[src/hsl_pkg.sv]
// Shared types, widths and the divider step for the RGB to HSL converter.
package hsl_pkg;

    localparam int FRACTION_BITS = 16;
    localparam int QW            = FRACTION_BITS + 1;
    localparam int DW            = 11;
    localparam int CW            = 8;
    localparam int SW            = 9;
    localparam int LATENCY       = FRACTION_BITS + 3;

    localparam logic [SW-1:0] CH_FULL  = 9'd255;
    localparam logic [SW-1:0] SUM_FULL = 9'd510;

    typedef enum logic [1:0] {
        SEC_RED,
        SEC_GREEN,
        SEC_BLUE
    } t_sector;

    typedef struct packed {
        logic [7:0] red_in;
        logic [7:0] green_in;
        logic [7:0] blue_in;
    } t_pix_in;

    typedef struct packed {
        logic [15:0] hue_out;
        logic [16:0] saturation_out;
        logic [8:0]  lightness_sum;
    } t_pix_out;

    typedef struct packed {
        logic [DW-1:0] rem;
        logic          nb;
        logic [DW-1:0] den;
        logic [QW-1:0] quo;
    } t_div_lane;

    typedef struct packed {
        logic          valid;
        t_div_lane     hue;
        t_div_lane     sat;
        logic [SW-1:0] sum;
    } t_div_word;

    function automatic t_div_lane div_step(input t_div_lane l);
        t_div_lane   res;
        logic [DW:0] part;
        logic [DW:0] den_x;
        logic [DW:0] diff;
        logic        qbit;
        part  = {l.rem, l.nb};
        den_x = {1'b0, l.den};
        diff  = part - den_x;
        qbit  = (part >= den_x);
        res.rem = qbit ? diff[DW-1:0] : part[DW-1:0];
        res.nb  = 1'b0;
        res.den = l.den;
        res.quo = {l.quo[QW-2:0], qbit};
        return res;
    endfunction

endpackage

[src/hsl_front.sv]
// Front end: channel max/min and sector, then hue and saturation dividends and divisors.
module hsl_front
    import hsl_pkg::*;
(
    input  logic      i_clk,
    input  logic      i_rst_n,
    input  logic      i_valid,
    input  t_pix_in   i_pix,
    output t_div_word o_word
);

    logic          r_v1;
    logic [CW-1:0] r_hi;
    logic [CW-1:0] r_lo;
    t_sector       r_sec;
    t_pix_in       r_pix;

    logic [CW-1:0] n_hi;
    logic [CW-1:0] n_lo;
    t_sector       n_sec;

    logic [CW-1:0] delta;
    logic [SW-1:0] sum;
    logic [DW-1:0] d6;
    logic [DW:0]   num;
    logic [SW-1:0] sat_den;
    logic          grey;
    t_div_word     n_word;
    t_div_word     r_word;

    always_comb begin
        n_lo = i_pix.red_in;
        if (i_pix.green_in < n_lo) begin
            n_lo = i_pix.green_in;
        end
        if (i_pix.blue_in < n_lo) begin
            n_lo = i_pix.blue_in;
        end
        if (i_pix.red_in >= i_pix.green_in && i_pix.red_in >= i_pix.blue_in) begin
            n_sec = SEC_RED;
            n_hi  = i_pix.red_in;
        end else if (i_pix.green_in >= i_pix.blue_in) begin
            n_sec = SEC_GREEN;
            n_hi  = i_pix.green_in;
        end else begin
            n_sec = SEC_BLUE;
            n_hi  = i_pix.blue_in;
        end
    end

    always_ff @(posedge i_clk) begin
        if (!i_rst_n) begin
            r_v1 <= 1'b0;
        end else begin
            r_v1 <= i_valid;
        end
        r_hi  <= n_hi;
        r_lo  <= n_lo;
        r_sec <= n_sec;
        r_pix <= i_pix;
    end

    always_comb begin
        delta = r_hi - r_lo;
        sum   = {1'b0, r_hi} + {1'b0, r_lo};
        d6    = DW'({delta, 2'b00}) + DW'({delta, 1'b0});
        grey  = (delta == '0);
        case (r_sec)
            SEC_RED: begin
                num = {4'b0, r_pix.green_in} - {4'b0, r_pix.blue_in};
                if (num[DW]) begin
                    num = num + {1'b0, d6};
                end
            end
            SEC_GREEN: begin
                num = {3'b0, delta, 1'b0} + {4'b0, r_pix.blue_in} - {4'b0, r_pix.red_in};
            end
            SEC_BLUE: begin
                num = {2'b0, delta, 2'b00} + {4'b0, r_pix.red_in} - {4'b0, r_pix.green_in};
            end
            default: begin
                num = '0;
            end
        endcase
        sat_den = (sum < CH_FULL) ? sum : (SUM_FULL - sum);

        n_word.valid   = r_v1;
        n_word.sum     = sum;
        n_word.hue.rem = grey ? '0 : {1'b0, num[DW-1:1]};
        n_word.hue.nb  = grey ? 1'b0 : num[0];
        n_word.hue.den = grey ? DW'(1) : d6;
        n_word.hue.quo = '0;
        n_word.sat.rem = DW'(delta[CW-1:1]);
        n_word.sat.nb  = delta[0];
        n_word.sat.den = grey ? DW'(1) : DW'(sat_den);
        n_word.sat.quo = '0;
    end

    always_ff @(posedge i_clk) begin
        if (!i_rst_n) begin
            r_word <= '0;
        end else begin
            r_word <= n_word;
        end
    end

    assign o_word = r_word;

endmodule

[src/hsl_div_stage.sv]
// One restoring-division stage: one quotient bit for hue and one for saturation.
module hsl_div_stage
    import hsl_pkg::*;
(
    input  logic      i_clk,
    input  logic      i_rst_n,
    input  t_div_word i_word,
    output t_div_word o_word
);

    t_div_word n_word;
    t_div_word r_word;

    always_comb begin
        n_word     = i_word;
        n_word.hue = div_step(i_word.hue);
        n_word.sat = div_step(i_word.sat);
    end

    always_ff @(posedge i_clk) begin
        if (!i_rst_n) begin
            r_word <= '0;
        end else begin
            r_word <= n_word;
        end
    end

    assign o_word = r_word;

endmodule

[src/rgb_to_hsl_pixel_converter.sv]
// Top level: RGB pixel in, HSL word out, fully pipelined.
// Pipeline: two front-end stages plus one divider stage per quotient bit.
// Throughput: one pixel per cycle; busy is low whenever reset is released.
// Reset: synchronous, active low; clears every stage's valid bit, so no strobe follows.
module rgb_to_hsl_pixel_converter
    import hsl_pkg::*;
(
    input  logic     i_clk,
    input  logic     i_rst_n,
    input  logic     start,
    output logic     busy,
    input  t_pix_in  i_pix,
    output logic     o_valid,
    output t_pix_out o_pix
);

    t_div_word w_pipe [QW+1];

    assign busy = !i_rst_n;

    hsl_front u_front (
        .i_clk   (i_clk),
        .i_rst_n (i_rst_n),
        .i_valid (start && !busy),
        .i_pix   (i_pix),
        .o_word  (w_pipe[0])
    );

    for (genvar k = 0; k < QW; k++) begin : g_div
        hsl_div_stage u_stage (
            .i_clk   (i_clk),
            .i_rst_n (i_rst_n),
            .i_word  (w_pipe[k]),
            .o_word  (w_pipe[k+1])
        );
    end

    assign o_valid              = w_pipe[QW].valid;
    assign o_pix.hue_out        = 16'(w_pipe[QW].hue.quo);
    assign o_pix.saturation_out = 17'(w_pipe[QW].sat.quo);
    assign o_pix.lightness_sum  = w_pipe[QW].sum;

endmodule

[config.mk]
export PLATFORM = sky130hd
export DESIGN_NAME = rgb_to_hsl_pixel_converter
export DESIGN_NICKNAME = d
export VERILOG_FILES = /design/src/hsl_pkg.sv /design/src/hsl_front.sv /design/src/hsl_div_stage.sv /design/src/rgb_to_hsl_pixel_converter.sv
export SDC_FILE = /design/constraint.sdc
export NUM_CORES = 2
export LEC_CHECK = 0
export BUFFER_PORTS_ARGS = -buffer_cell sky130_fd_sc_hd__buf_2
export CAP_MARGIN = 30
export CORE_AREA = 2 2 298 300
export DETAILED_ROUTE_END_ITERATION = 8
export DIE_AREA = 0 0 300 302
export PLACE_DENSITY = 0.75
export RECOVER_POWER = 50
export SLEW_MARGIN = 20
export SYNTH_ARGS = -nofsm -noshare
export SYNTH_HDL_FRONTEND = slang
export SYNTH_SLANG_ARGS = --single-unit
export TNS_END_PERCENT = 30
[constraint.sdc]
create_clock -name i_clk -period 4.65 [get_ports i_clk]
set_clock_uncertainty 0.1 [all_clocks]
set_input_delay 0.93 -clock i_clk [delete_from_list [all_inputs] [get_ports i_clk]]
set_output_delay 0.93 -clock i_clk [all_outputs]
set_load 0.01 [all_outputs]
==> results.py <==
metrics = {
    "run_status": {
        "status": "finished with violations",
        "failed_checks": "max-capacitance violations, max-slew violations",
    },
    "routing": {
        "routed_wl_mm": 98.1,
        "dr_total_vias": 37300,
        "drt_first_pass_iters": 5,
        "antenna_left": 0,
        "drc": 0,
        "via_per_inst": 5.25,
        "wl_per_cell_um": 13.8,
        "drt_iter0_drc": 1807,
    },
    "run": {
        "max-cap-violations": 4,
    },
    "timing": {
        "hold_violations": 0,
        "max_freq_ghz": 0.218,
        "worstMarginPinSlew_ns": 2.15,
        "drv_slew": 695,
        "finalSetupViolations": 0,
        "period_share_pct": 98.8,
        "slew_headroom_pct": -43.3,
        "period_minus_slack_ns": 4.59,
        "tns_ns": 0,
        "rsz0062_at_grt": "yes",
    },
    "logic_synthesis": {
        "synth_top_family_by_area": "simple AND/OR/NAND/NOR gates",
        "synth-simple-area-share_pct": 19.2,
        "yosysUniqueCellTypes": 75,
        "ys_seq_area_share_pct": 45.4,
        "synthFlopType": "dfxtp_1",
        "synth_compound_area_share_pct": 9.21,
        "yosysWarnings": 0,
        "syn_nets": 6279,
        "syn_inst": 5770,
        "synth-adder-area-share_pct": 11.9,
        "synthXorXnorAreaFrac_pct": 4.12,
        "async_reset_ff_share_pct": 0,
        "syn_area_um2": 53900,
        "synth_edf_count": 0,
        "synth-seq-cells": 1222,
        "synthMuxAreaShare_pct": 5.02,
        "avgSynthCellArea_um2": 9.34,
    },
    "cts": {
        "cts.sinks": 1222,
        "numCtsBuffers": 119,
        "post-cts-setup-buffer-count": 0,
        "cts_max_path_buffers": 3,
        "root_buffer": "clkbuf_16",
        "insertion_delay_ns": 0.70,
        "h-tree-depth": 3,
        "clk_pin_slew_ns": 0.07,
        "cts_tree": "built",
    },
    "floorplan": {
        "core_um2": 87600,
        "rows": 109,
        "dieArea_um2": 90600,
        "initial_utilization_pct": 61.5,
        "die_w_um": 300,
        "dieHeight_um": 302,
        "ioPinCount": 71,
    },
    "finish": {
        "syn_to_final_growth_pct": 10.5,
        "regArea_um2": 24500,
        "final_cell_mix": "dfxtp_1, nor2_1, inv_1",
        "multi_input_comb_area_um2": 26700,
        "nets": 6341,
        "drive_above_1_share_pct": 6.10,
        "final_common_cell": "dfxtp_1",
        "fin_cells": 7098,
        "nFillCells": 6959,
    },
    "setup_path": {
        "required_ns": 5.10,
        "setup.worst_path.start_class": "flip-flop",
        "worstSetupEndpointType": "flip-flop",
        "crit_arrival_ns": 5.04,
        "path_max_fanout": 6,
        "crit_type": "flip-flop to flip-flop",
    },
    "grt": {
        "grtUsageTotal_pct": 21.5,
        "grt_pass1_wl_mm": 166,
        "antenna_found_initial": 0,
        "grt_start_max_net_pins": 313,
        "overflow": 0,
        "grt_pass1_vias": 35800,
    },
    "power": {
        "worst_ir_drop_vdd_uv": 467,
        "p_leak_nw": 24.5,
        "power_density_nw_per_um2": 707,
    },
    "hold_path": {
        "hp-class": "input pin to flip-flop",
    },
    "placed_design": {
        "port_buffers": 70,
        "hpwl_mm": 70.3,
        "dp_cells": 6875,
        "gp_congestion": 0.887,
    },
}
cell families after synthesis:
group,after synthesis
xor+xnor,251
flops,1222
compound gates,749
simple gates,2066
fa+ha+maj,484
buf+inv,729
mux,269
sequential cells by signal (all words and copies together), names as in the netlist:
signal / count
g_div.u_stage.o_word: 1131
u_front.o_word: 48
u_front.r_hi: 8
u_front.r_lo: 8
u_front.r_pix: 24
u_front.r_sec: 2
u_front.r_v1: 1
worst max-delay path, cell delays in order (launching register included):
cell and delay, ns:
dfxtp_1 0.32, inv_1 0.06, ha_1 0.16, inv_1 0.06
fa_1 0.45, xor2_2 0.40, ha_1 0.31, a21o_1 0.16
a21o_1 0.23, o221ai_1 0.23, o22ai_1 0.12, a221o_2 0.40
xnor2_1 0.28, ha_1 0.32, a21oi_1 0.15, o21ai_0 0.19
and3_1 0.25, mux2i_1 0.15, a31oi_1 0.10
layout make-up:
type	instances	area share [%]
antenna	1	0.00420
clock buffer	171	5.90
clock inverter	50	1.15
inverter	548	3.47
multi-input combinational	3819	44.8
sequential	1222	41.1
tap	1165	2.45
timing repair buffer	122	1.17
metrics by stage:
| step | hold slack [ns] | power, mW | setup WS (ns) | util (%) | cell area, µm² |
|---|---|---|---|---|---|
| detailed placement | 0.317 | 32.0 | 0.0399 | 63.3 | 55400 |
| global placement | 0.313 | 31.6 | 0.162 | 63.3 | 55400 |
| global route | 0.261 | 45.2 | -0.132 | 68.0 | 59500 |
| CTS | 0.212 | 42.2 | 0.140 | 68.1 | 59600 |
| finish | 0.281 | 42.1 | 0.0571 | 68.0 | 59600 |
| floorplan | 0.312 | 28.3 | 0.555 | - | 53900 |
synthesized netlist by cell type (39+ instances only):
library cell     n  area, µm²
ha_1           437       5470
nand2b_1        56        350
nor3_1         130        651
fa_1            45        901
nor2_1         797       2990
or3_1           51        319
mux2i_1        258       2580
nand3_1         59        295
clkbuf_1       142        533
a211oi_1        83        623
nor2b_1        145        907
and2_1         459       2870
o21ai_0        182        911
dfxtp_1       1222      24500
xnor2_1        145       1270
a21boi_0        39        293
a21o_1          46        345
inv_1          547       2050
a21oi_1        169        846
nand4_1         60        375
nand2_1        183        687
xor2_1         105        920
power breakdown:
group | internal [mW] | switching, mW
logic | 8.77 | 10.8
registers | 12.0 | 0.680
clock network | 5.94 | 4.01
total | 26.7 | 15.4
what timing repair did:
item                                    CTS  global route
resized for setup                         1             1
hold buffers                              0             0
endpoints found under the setup margin    1             2
cloned                                    0             0
hold endpoints to repair                  0             0
path summary, 6_finish.rpt:
path	startpoint	endpoint	slack [ns]	depth (start not counted)
min	i_pix[16]	u_front.r_pix[16]$_DFF_P_	0.28	1
max reg2reg	u_front.r_hi[0]$_DFF_P_	u_front.o_word[87]$_SDFF_PP0_	0.06	18
min reg2reg	u_front.o_word[71]$_SDFF_PP0_	g_div[0].u_stage.o_word[71]$_SDFF_PN0_	0.32	2
max	u_front.r_hi[0]$_DFF_P_	u_front.o_word[87]$_SDFF_PP0_	0.06	18
routing by layer:
metal	wire length [µm]	vias up	global-route usage (%)
met5	0	-	0
met4	2430	0	6.88
met3	3170	175	2.60
met2	47200	542	38.2
met1	45300	17200	27.2
li1	-	19300	-
Note: power is estimated with default switching activity, not from simulation.
